==> src/triangle_tangent_frame_unit_defines.svh <==
// Assertion macros shared by the tangent frame unit RTL.
`ifndef TRIANGLE_TANGENT_FRAME_UNIT_DEFINES_SVH
`define TRIANGLE_TANGENT_FRAME_UNIT_DEFINES_SVH

`ifndef SYNTHESIS
`define TTF_ASSERT_IMP(label, ante, cons) \
    label: assert property (@(posedge i_clk) disable iff (!i_rst_n) (ante) |-> (cons)) \
        else $error("tangent frame unit assertion failed");
`define TTF_ASSERT_NXT(label, ante, cons) \
    label: assert property (@(posedge i_clk) disable iff (!i_rst_n) (ante) |=> (cons)) \
        else $error("tangent frame unit assertion failed");
`else
`define TTF_ASSERT_IMP(label, ante, cons)
`define TTF_ASSERT_NXT(label, ante, cons)
`endif

`endif

==> src/ttf_pkg.sv <==
// Shared types and constants of the tangent frame unit.
package ttf_pkg;

    localparam int POS_W     = 24;
    localparam int TEX_W     = 16;
    localparam int EDGE_W    = POS_W + 1;
    localparam int DUV_W     = TEX_W + 1;
    localparam int OUT_W     = 16;
    localparam int OPA_W     = 31;
    localparam int PROD_W    = 2 * OPA_W;
    localparam int ACC_W     = 43;
    localparam int NORM_BITS = 30;
    localparam int LEN_W     = 31;
    localparam int Q_W       = 15;
    localparam int FRAC_BITS = 14;
    localparam int REM_W     = NORM_BITS + FRAC_BITS + 1;
    localparam int SQ_W      = 62;
    localparam int BIT_W     = 61;
    localparam int UNIT_Q14  = 16384;
    localparam int NUM_PRODUCTS = 14;
    localparam int NUM_TERMS    = 7;
    localparam int QUEUE_DEPTH  = 2;
    localparam int QUEUE_PTR_W  = $clog2(QUEUE_DEPTH);

    typedef struct packed {
        logic signed [POS_W-1:0] pos_x;
        logic signed [POS_W-1:0] pos_y;
        logic signed [POS_W-1:0] pos_z;
        logic signed [TEX_W-1:0] tex_u;
        logic signed [TEX_W-1:0] tex_v;
    } t_corner;

    typedef struct packed {
        logic signed [EDGE_W-1:0] e1x;
        logic signed [EDGE_W-1:0] e1y;
        logic signed [EDGE_W-1:0] e1z;
        logic signed [EDGE_W-1:0] e2x;
        logic signed [EDGE_W-1:0] e2y;
        logic signed [EDGE_W-1:0] e2z;
        logic signed [DUV_W-1:0]  du1;
        logic signed [DUV_W-1:0]  dv1;
        logic signed [DUV_W-1:0]  du2;
        logic signed [DUV_W-1:0]  dv2;
    } t_tri;

    typedef struct packed {
        logic signed [OUT_W-1:0] tangent_x;
        logic signed [OUT_W-1:0] tangent_y;
        logic signed [OUT_W-1:0] tangent_z;
        logic signed [OUT_W-1:0] bitangent_x;
        logic signed [OUT_W-1:0] bitangent_y;
        logic signed [OUT_W-1:0] bitangent_z;
        logic                    degenerate;
    } t_result;

endpackage

==> src/ttf_queue.sv <==
// Short triangle queue between the front and back parts.
`include "triangle_tangent_frame_unit_defines.svh"

module ttf_queue (
    input  logic          i_clk,
    input  logic          i_rst_n,
    input  logic          i_push,
    input  ttf_pkg::t_tri i_data,
    output logic          o_full,
    input  logic          i_pop,
    output logic          o_empty,
    output ttf_pkg::t_tri o_data
);

    localparam int CNT_W = ttf_pkg::QUEUE_PTR_W + 1;

    ttf_pkg::t_tri                   r_mem [ttf_pkg::QUEUE_DEPTH];
    logic [ttf_pkg::QUEUE_PTR_W-1:0] r_wp;
    logic [ttf_pkg::QUEUE_PTR_W-1:0] r_rp;
    logic [CNT_W-1:0]                r_count;
    logic                            w_push;
    logic                            w_pop;

    assign o_full  = (r_count == CNT_W'(ttf_pkg::QUEUE_DEPTH));
    assign o_empty = (r_count == '0);
    assign o_data  = r_mem[r_rp];
    assign w_push  = i_push && !o_full;
    assign w_pop   = i_pop && !o_empty;

    always_ff @(posedge i_clk) begin
        if (w_push) begin
            r_mem[r_wp] <= i_data;
        end
    end

    always_ff @(posedge i_clk) begin
        if (!i_rst_n) begin
            r_wp    <= '0;
            r_rp    <= '0;
            r_count <= '0;
        end else begin
            if (w_push) begin
                r_wp <= (r_wp == ttf_pkg::QUEUE_PTR_W'(ttf_pkg::QUEUE_DEPTH - 1)) ?
                        '0 : r_wp + 1'b1;
            end
            if (w_pop) begin
                r_rp <= (r_rp == ttf_pkg::QUEUE_PTR_W'(ttf_pkg::QUEUE_DEPTH - 1)) ?
                        '0 : r_rp + 1'b1;
            end
            if (w_push && !w_pop) begin
                r_count <= r_count + 1'b1;
            end else if (w_pop && !w_push) begin
                r_count <= r_count - 1'b1;
            end
        end
    end

    `TTF_ASSERT_IMP(a_count_bound, 1'b1, r_count <= CNT_W'(ttf_pkg::QUEUE_DEPTH))
    `TTF_ASSERT_NXT(a_push_grows, w_push && !w_pop, r_count == $past(r_count) + 1'b1)
    `TTF_ASSERT_NXT(a_pop_shrinks, w_pop && !w_push, r_count == $past(r_count) - 1'b1)

endmodule

==> config.mk <==
export PLATFORM = sky130hd
export DESIGN_NAME = ttf_queue
export DESIGN_NICKNAME = d
export VERILOG_FILES = /design/src/ttf_pkg.sv /design/src/ttf_queue.sv
export VERILOG_INCLUDE_DIRS = /design/src /design/src/src
export SDC_FILE = /design/constraint.sdc
export NUM_CORES = 1
export LEC_CHECK = 0
export BUFFER_PORTS_ARGS = -buffer_cell sky130_fd_sc_hd__buf_4
export CAP_MARGIN = 20
export CORE_ASPECT_RATIO = 0.9
export CORE_UTILIZATION = 52
export DETAILED_ROUTE_END_ITERATION = 8
export PLACE_DENSITY_LB_ADDON = 0.15
export SKIP_CTS_REPAIR_TIMING = 1
export SYNTH_ARGS = -nofsm -noshare
export SYNTH_HDL_FRONTEND = slang
export SYNTH_SLANG_ARGS = --single-unit
==> constraint.sdc <==
create_clock -name i_clk -period 12.2 [get_ports i_clk]
set_input_delay 1.83 -clock i_clk [delete_from_list [all_inputs] [get_ports i_clk]]
set_output_delay 1.83 -clock i_clk [all_outputs]
set_load 0.01 [all_outputs]
==> impl_metrics.py <==
metrics = {
    "pwr": {
        "p_per_area_mw_per_mm2": 207,
        "p_int_uw": 3260,
        "seq_power_share": 0.447,
        "p_sw_frac": 0.262,
        "p_total_uw": 4420,
        "p_leak_uw": 0.00813,
        "power_frac_comb": 0.280,
        "p_sw_uw": 1160,
        "irDropWorstVdd_uv": 133,
        "clkPwrFrac": 0.274,
    },
    "global_route": {
        "grt_usage": 0.204,
        "grt_max_degree": 81,
        "grt_pass1_vias": 8552,
        "grt_remaining_overflow": 0,
        "grt_pass1_wl_um": 48400,
        "antenna_found_initial": 3,
    },
    "clocking": {
        "root_buffer": "clkbuf_16",
        "cts_buffers": 44,
        "htree_num_levels": 2,
        "clock-sinks": 441,
        "cts_tree": "done",
        "clk_path_buf_depth": 3,
        "cts.clk_slew.worst_paths_ns": 0.06,
        "clk_latency_ns": 0.53,
    },
    "synthesis": {
        "syn_avg_cell_area_um2": 23.3,
        "async_flop_share": 0,
        "synth_nets": 926,
        "synth_area_mm2": 0.0164,
        "ys_warn_count": 0,
        "synth_edf_count": 436,
        "ys_seq_area_frac": 0.805,
        "syn_inst": 703,
        "synthFlopType": "edfxtp_1",
        "synth_seq_cells": 441,
        "synth_cell_type_count": 22,
    },
    "timing": {
        "rsz0062_at_grt": "false",
        "final-setup-viol-count": 0,
        "clock.fmax_mhz": 211,
        "hold_violations": 0,
        "maxSlewHeadroom": 0.262,
        "finalCritPeriodShare": 0.389,
        "slew_violations": 0,
        "layout_min_cycle_time_ns": 4.75,
        "tns_ns": 0,
        "fin_worst_skew_ns": 0.00743,
        "tightest_slew_ns": 1.11,
    },
    "worst_setup_path": {
        "cp_slowest_stage_delay_ns": 0.91,
        "path_buf_inv": 2,
        "critPathArrivalTime_ns": 2.92,
        "crit_chain": "buf_4 > mux2_2 > buf_4",
        "critPathLaunchType": "flop",
        "cpMostUsedCell": "buf_4",
        "path_class": "reg -> out",
        "slowest_stage": "buf_4",
        "end_kind": "output pin",
        "cp_top_family": "buffers and inverters",
        "cp_max_fo": 61,
        "worst-endpoint-required_ns": 10.37,
    },
    "cells_and_area": {
        "multi_input_area_mm2": 0.00297,
        "syn2layout_area_growth_pct": 30.4,
        "register_area_mm2": 0.0132,
        "drive_gt1_frac": 0.601,
        "utilization": 0.690,
        "final_cells": 1620,
        "n_fill_cell": 2032,
        "nets": 1399,
    },
    "floorplan": {
        "rows": 61,
        "die_x_um": 189,
        "start_util": 0.529,
        "ios": 442,
        "die_area_mm2": 0.0322,
        "core-area_mm2": 0.0310,
        "die_h_um": 170,
    },
    "drt": {
        "wirelength_um": 33900,
        "wl_per_cell_um": 20.9,
        "viasPerCell": 5.06,
        "route.vias.total": 8191,
        "drt_iter0_markers": 443,
        "antenna_left": 0,
        "first_pass_iters": 7,
        "drc_errors": 0,
    },
    "placement": {
        "place_congestion": 0.727,
        "hpwl_um": 23100,
        "port_buffers": 441,
        "dp.cells": 1538,
    },
    "min_path": {
        "worstHoldPathType": "reg -> reg",
    },
    "run_status": {
        "outcome": "complete, no violations",
    },
    "run": {
        "cap_viol_max_count": 0,
    },
}
[cell usage after synthesis, types with 2 or more instances]
cell type | number | area share
a21boi_0 | 2 | 0.00092
and2_1 | 3 | 0.0011
buf_2 | 10 | 0.0031
buf_4 | 2 | 0.00092
buf_6 | 2 | 0.0014
buf_8 | 10 | 0.0092
dfxtp_1 | 5 | 0.0061
edfxtp_1 | 436 | 0.80
inv_1 | 2 | 0.00046
mux2_2 | 118 | 0.081
mux2_4 | 100 | 0.092
nor2_1 | 2 | 0.00046
xnor2_1 | 2 | 0.0011
[routing by layer]
metal	GRT usage	vias up	wire (um)
li1	-	3755	-
met1	0.226	4031	11800
met2	0.353	349	17600
met3	0.0773	56	3490
met4	0.0884	0	977
met5	0	-	0
[layout make-up]
cell class / instances / area share
Inverter: 2 / 0.000351
Timing Repair Buffer: 451 / 0.159
Sequential cell: 441 / 0.617
Clock buffer: 55 / 0.0544
Tap cell: 409 / 0.0239
Antenna cell: 3 / 0.000351
Multi-Input combinational cell: 236 / 0.139
Clock inverter: 23 / 0.00573
[state kept, by name, indices dropped and copies added (netlist names), named ones only]
name and flops:
r_rp 1, r_wp 1, r_mem 436, r_count 2
[power groups by stage]
stage               clock network (uW)  logic [uW]  registers (uW)
floorplan                            0         735            2030
global placement                     0        1240            1990
detailed placement                   0        1250            2010
CTS                               1240        1250            1980
global route                      1290        1310            1990
finish                            1210        1240            1970
[final timing paths]
check                                 from  slack (ns)  cells past startpoint             to
worst min-delay path            r_count[1]        0.55                      2     r_count[1]
worst max register to register  r_count[0]        9.44                      4  r_mem[1][157]
worst max-delay path                  flop        7.45                      3     o_data[46]
worst min register to register  r_count[1]        0.55                      2     r_count[1]
[metrics by stage]
stage	cell area [um2]	worst slack, ns	hold WS, ns
after floorplan	16400	1.18	0.491
after global placement	20100	7.84	0.515
after detailed placement	20100	7.86	0.542
after CTS	21300	7.39	0.553
after global routing	21400	7.29	0.614
final	21400	7.45	0.551
[layout by cell type (no fill, tap or decap), drive strengths merged]
cell	Yosys	routed
nand2b	1	1
ha	1	1
o21ai	2	2
clkbuf	0	55
clkinv	0	22
edfxtp	436	436
or3	1	1
diode	0	3
nor3	1	1
inv	2	2
nor2	2	2
bufinv	0	1
mux2	218	218
dfxtp	5	5
xnor2	2	2
and3	1	1
and2	3	3
o21a	1	1
buf	24	451
xor2	1	1
a21boi	2	2
[worst min-delay path: stages, from the launching register on]
cell	delay (ns)
dfxtp_1	0.34
o21ai_0	0.09
a21boi_0	0.07
[cell families (layout without fill, tap and decap cells)]
family          after synthesis  after routing  share of synthesized area
flops                       441            441                      0.805
mux                         218            218                      0.173
buf+inv                      26            531                     0.0150
simple gates                  9              9                    0.00336
compound gates                5              5                    0.00198
xor+xnor                      3              3                    0.00160
fa+ha+maj                     1              1                   0.000763
other cells                   0              3                          0
No activity file was read; power rests on OpenSTA's default activity.
