`config.mk`:
```
export PLATFORM = sky130hd
export DESIGN_NAME = ttf_front
export DESIGN_NICKNAME = d
export VERILOG_FILES = /design/src/triangle_tangent_frame_unit_defines.svh /design/src/ttf_pkg.sv /design/src/ttf_front.sv
export SDC_FILE = /design/constraint.sdc
export NUM_CORES = 1
export LEC_CHECK = 0
export BUFFER_PORTS_ARGS = -buffer_cell sky130_fd_sc_hd__buf_2
export CORE_MARGIN = 1.5
export CORE_UTILIZATION = 30
export DETAILED_ROUTE_END_ITERATION = 12
export SKIP_LAST_GASP = 1
export SLEW_MARGIN = 25
export SYNTH_ARGS = -nofsm -noshare
export SYNTH_HDL_FRONTEND = slang
export SYNTH_SLANG_ARGS = --single-unit
```
`constraint.sdc`:
```
create_clock -name i_clk -period 5.9 [get_ports i_clk]
set_clock_uncertainty 0.2 [all_clocks]
set_input_delay 0.59 -clock i_clk [delete_from_list [all_inputs] [get_ports i_clk]]
set_output_delay 0.59 -clock i_clk [all_outputs]
set_load 0.02 [all_outputs]
```
`src/triangle_tangent_frame_unit_defines.svh`:
```
// Assertion macros shared by the tangent frame unit RTL.
`ifndef TRIANGLE_TANGENT_FRAME_UNIT_DEFINES_SVH
`define TRIANGLE_TANGENT_FRAME_UNIT_DEFINES_SVH

`ifndef SYNTHESIS
`define TTF_ASSERT_IMP(label, ante, cons) \
    label: assert property (@(posedge i_clk) disable iff (!i_rst_n) (ante) |-> (cons)) \
        else $error("tangent frame unit assertion failed");
`define TTF_ASSERT_NXT(label, ante, cons) \
    label: assert property (@(posedge i_clk) disable iff (!i_rst_n) (ante) |=> (cons)) \
        else $error("tangent frame unit assertion failed");
`else
`define TTF_ASSERT_IMP(label, ante, cons)
`define TTF_ASSERT_NXT(label, ante, cons)
`endif

`endif

```
`src/ttf_pkg.sv`:
```
// Shared types and constants of the tangent frame unit.
package ttf_pkg;

    localparam int POS_W     = 24;
    localparam int TEX_W     = 16;
    localparam int EDGE_W    = POS_W + 1;
    localparam int DUV_W     = TEX_W + 1;
    localparam int OUT_W     = 16;
    localparam int OPA_W     = 31;
    localparam int PROD_W    = 2 * OPA_W;
    localparam int ACC_W     = 43;
    localparam int NORM_BITS = 30;
    localparam int LEN_W     = 31;
    localparam int Q_W       = 15;
    localparam int FRAC_BITS = 14;
    localparam int REM_W     = NORM_BITS + FRAC_BITS + 1;
    localparam int SQ_W      = 62;
    localparam int BIT_W     = 61;
    localparam int UNIT_Q14  = 16384;
    localparam int NUM_PRODUCTS = 14;
    localparam int NUM_TERMS    = 7;
    localparam int QUEUE_DEPTH  = 2;
    localparam int QUEUE_PTR_W  = $clog2(QUEUE_DEPTH);

    typedef struct packed {
        logic signed [POS_W-1:0] pos_x;
        logic signed [POS_W-1:0] pos_y;
        logic signed [POS_W-1:0] pos_z;
        logic signed [TEX_W-1:0] tex_u;
        logic signed [TEX_W-1:0] tex_v;
    } t_corner;

    typedef struct packed {
        logic signed [EDGE_W-1:0] e1x;
        logic signed [EDGE_W-1:0] e1y;
        logic signed [EDGE_W-1:0] e1z;
        logic signed [EDGE_W-1:0] e2x;
        logic signed [EDGE_W-1:0] e2y;
        logic signed [EDGE_W-1:0] e2z;
        logic signed [DUV_W-1:0]  du1;
        logic signed [DUV_W-1:0]  dv1;
        logic signed [DUV_W-1:0]  du2;
        logic signed [DUV_W-1:0]  dv2;
    } t_tri;

    typedef struct packed {
        logic signed [OUT_W-1:0] tangent_x;
        logic signed [OUT_W-1:0] tangent_y;
        logic signed [OUT_W-1:0] tangent_z;
        logic signed [OUT_W-1:0] bitangent_x;
        logic signed [OUT_W-1:0] bitangent_y;
        logic signed [OUT_W-1:0] bitangent_z;
        logic                    degenerate;
    } t_result;

endpackage

```
`src/ttf_front.sv`:
```
// Front part: collects corners and forms edges and UV deltas per triangle.
module ttf_front (
    input  logic                                i_clk,
    input  logic                                i_rst_n,
    input  logic                                push,
    output logic                                full,
    input  ttf_pkg::t_corner                    i_corner,
    input  logic                                i_q_full,
    output logic                                o_q_push,
    output ttf_pkg::t_tri                       o_tri
);

    logic [1:0]       r_count;
    ttf_pkg::t_corner r_c0;
    ttf_pkg::t_corner r_c1;
    logic             w_accept;

    // Only the closing corner of a triangle needs room in the queue.
    assign full     = i_q_full && (r_count == 2'd2);
    assign w_accept = push && !full;
    assign o_q_push = w_accept && (r_count == 2'd2);

    always_comb begin
        o_tri.e1x = ttf_pkg::EDGE_W'(r_c1.pos_x) - ttf_pkg::EDGE_W'(r_c0.pos_x);
        o_tri.e1y = ttf_pkg::EDGE_W'(r_c1.pos_y) - ttf_pkg::EDGE_W'(r_c0.pos_y);
        o_tri.e1z = ttf_pkg::EDGE_W'(r_c1.pos_z) - ttf_pkg::EDGE_W'(r_c0.pos_z);
        o_tri.e2x = ttf_pkg::EDGE_W'(i_corner.pos_x) - ttf_pkg::EDGE_W'(r_c0.pos_x);
        o_tri.e2y = ttf_pkg::EDGE_W'(i_corner.pos_y) - ttf_pkg::EDGE_W'(r_c0.pos_y);
        o_tri.e2z = ttf_pkg::EDGE_W'(i_corner.pos_z) - ttf_pkg::EDGE_W'(r_c0.pos_z);
        o_tri.du1 = ttf_pkg::DUV_W'(r_c1.tex_u) - ttf_pkg::DUV_W'(r_c0.tex_u);
        o_tri.dv1 = ttf_pkg::DUV_W'(r_c1.tex_v) - ttf_pkg::DUV_W'(r_c0.tex_v);
        o_tri.du2 = ttf_pkg::DUV_W'(i_corner.tex_u) - ttf_pkg::DUV_W'(r_c0.tex_u);
        o_tri.dv2 = ttf_pkg::DUV_W'(i_corner.tex_v) - ttf_pkg::DUV_W'(r_c0.tex_v);
    end

    always_ff @(posedge i_clk) begin
        if (!i_rst_n) begin
            r_count <= 2'd0;
        end else if (w_accept) begin
            unique case (r_count)
                2'd1: begin
                    r_c1    <= i_corner;
                    r_count <= 2'd2;
                end
                2'd2: begin
                    r_count <= 2'd0;
                end
                default: begin
                    r_c0    <= i_corner;
                    r_count <= 2'd1;
                end
            endcase
        end
    end

endmodule

```
==> summary.md <==
| Metric | Value |
|---|---|
| Power Density | `243 mW/mm^2` |
| Hold Vio Cnt, Final | `0` |
| Post-synthesis area per instance | `9.64 sq um` |
| Post-layout min period | `4.50 ns` |
| I/O Buffers | `327` |
| Synthesized area | `0.0169 sq mm` |
| Yosys reg bits | `210` |
| Worst Max-Slew Pin Slew | `0.737 ns` |
| ANT nets after route | `0` |
| Drt initial violations | `685` |
| Crit end category | `primary output` |
| Clock buffer depth | `3` |
| RSZ-0062 raised after global routing | `no` |
| Final worst-path cycle share | `0.762` |
| Gr ovfl total | `0` |
| Clk Latency, worst-skew pair | `0.55 ns` |
| Crit Path Category | `input pin to primary output` |
| Full die area | `0.0576 sq mm` |
| Most common cell after layout, fill and taps aside | `buf_2` |
| First-pass GRT wire length | `74200 microns` |
| Fillers | `5585` |
| Placeable Area | `0.0553 sq mm` |
| Post-synth EDFFs | `208` |
| Syn nets | `2077` |
| Most frequent cells in the layout | `buf_2 (327), ha_1 (210), edfxtp_1 (208)` |
| IO Pins | `328` |
| # DRC | `0` |
| Rel. slew slack | `0.509` |
| Layout cells sized above 1 | `0.190` |
| Vias in the first global route | `13800` |
| H-tree lvl count | `1` |
| CTS tree | `built` |
| Leakage power | `8.98 nW` |
| Worst EP arrival | `3.71 ns` |
| Syn-to-layout area delta | `20.5%` |
| WL/cell | `16.9 microns` |
| Setup TNS | `0 ns` |
| Via count | `14200` |
| Pin count of the biggest net entering global routing | `49` |
| CP Max Fanout | `4` |
| Placed cell count | `2804` |
| DPL Wire Length | `39600 microns` |
| Cells after synthesis | `1749` |
| Async SR Flop Fraction | `0` |
| Setup violators final | `0` |
| Gr usage total | `0.162` |
| Worst-path clk slew | `0.06 ns` |
| Crit path required time | `5.11 ns` |
| Max Cap Viol | `0` |
| Clk sinks | `210` |
| Worst IR drop on VDD | `0.162 mV` |
| Total Routed Length | `48500 microns` |
| Row cnt | `86` |
| Initial Utilization | `0.305` |
| Fin cells | `2867` |
| Hold Path Class | `input pin to flop` |
| F_max | `222 MHz` |
| Primary FF master, synth | `edfxtp_1` |
| Register area share after synthesis | `0.373` |
| Die Height | `240 microns` |
| Clock root cell | `clkbuf_16` |
| Status | `finished clean` |
| Die Width | `240 microns` |
| Routability cong. | `0.908` |
| Unique cell type count in the Yosys netlist | `79` |
| YS warnings | `0` |
| Nets | `2426` |
| Total CTS buffers | `26` |
| 1st-pass router iterations | `5` |
| Initial antenna violation count | `11` |
| Vias/cell | `4.94` |
| Fin. max-slew vios | `0` |
| Startpoint types | `input pin` |
-- final timing paths --
kind,cells after the start,slack [ns],from,end
min reg2reg,4,0.44,r_count[0]$_SDFFE_PN0P_,r_count[0]$_SDFFE_PN0P_
max,13,1.40,i_corner[32],o_tri[88]
max reg2reg,6,2.98,r_count[0]$_SDFFE_PN0P_,r_c1[90]$_DFFE_PP_
min,1,0.04,i_corner[68],r_c0[68]$_DFFE_PP_
-- cell type report --
| cell class | count | area, sq um | area share |
|---|---|---|---|
| antenna | 2 | 5.00 | 0.000246 |
| clock buffer | 30 | 666 | 0.0328 |
| multi-input combinational | 1324 | 9770 | 0.481 |
| sequential | 210 | 6290 | 0.309 |
| clock inverter | 17 | 131 | 0.00647 |
| inverter | 191 | 717 | 0.0353 |
| tap | 748 | 936 | 0.0461 |
| timing repair buffer | 345 | 1810 | 0.0889 |
-- through the flow --
| step | util | worst slack (ns) | hold WS [ns] | instance area [sq um] | power, mW |
|---|---|---|---|---|---|
| after global routing | 0.367 | 1.24 | 0.0112 | 20300 | 5.20 |
| after CTS | 0.367 | 1.42 | 0.00174 | 20300 | 5.01 |
| after global placement | 0.350 | 1.97 | 0.396 | 19400 | 3.44 |
| final | 0.367 | 1.40 | 0.0431 | 20300 | 4.94 |
| after detailed placement | 0.350 | 2.00 | 0.432 | 19400 | 3.45 |
| after floorplan | - | 1.64 | 0.385 | 16900 | 2.89 |
-- flip-flops by register name, indices dropped and copies added, names as in the netlist --
| signal | cells |
|---|---|
| r_c0 | 104 |
| r_c1 | 104 |
| r_count | 2 |
-- routing by layer --
layer	up-vias	global-route usage	part of all wire
li1	7133	-	-
met2	308	0.272	0.47
met3	88	0.0323	0.056
met1	6624	0.208	0.45
met4	18	0.0511	0.029
met5	-	0	0.0023
-- cell families after synthesis --
kind of cell,after synthesis,synth area share
buf+inv,215,0.0480
fa+ha+maj,220,0.168
flops,210,0.373
compound gates,523,0.207
mux,4,0.00238
xor+xnor,152,0.0790
simple gates,425,0.123
-- what timing repair did --
item,4_1_cts,5_1_grt
setup buffers,0,0
hold endpoints to repair,26,0
gates resized for setup,0,0
hold buffers,14,0
-- worst max-delay path, cell delays in order --
cell and delay, ns:
dlygate4sd3_1 0.55, buf_2 0.13, inv_1 0.04, ha_1 0.22, fa_1 0.41, nor2b_1 0.19
o31a_1 0.23, o21ai_2 0.14, o221ai_2 0.28, a31oi_2 0.20, o31ai_1 0.37, xnor2_1 0.17
buf_2 0.19
-- power by group --
part / switching (mW) / total (mW) / internal [mW]
sequential: 0.0153 / 1.72 / 1.71
clock: 0.657 / 1.51 / 0.854
combinational: 1.10 / 1.70 / 0.602
total: 1.77 / 4.94 / 3.17
-- synthesized netlist by cell type, types with 6 or more instances --
cell type	number	share of area
ha_1	210	0.16
edfxtp_1	208	0.37
inv_1	191	0.043
a21oi_1	161	0.048
nor2_1	127	0.028
xnor2_1	98	0.051
nand2_1	91	0.020
o21ai_0	77	0.023
a21o_1	63	0.028
xor2_1	54	0.028
nor2b_1	42	0.016
o21a_1	41	0.018
nand4_1	30	0.011
nor3_1	29	0.0086
nand3_1	27	0.0080
clkbuf_1	23	0.0051
nand2b_1	21	0.0078
a31oi_1	18	0.0067
a211oi_1	17	0.0076
and3_1	17	0.0063
o21ai_1	16	0.0048
o31ai_1	15	0.0067
o21bai_1	14	0.0062
fa_1	10	0.012
o31a_1	10	0.0052
nor4_1	9	0.0033
a211o_1	7	0.0036
o211ai_1	7	0.0031
a311oi_1	6	0.0031
o2111ai_1	6	0.0031
o22ai_1	6	0.0022
(Power assumes the default switching activity.)
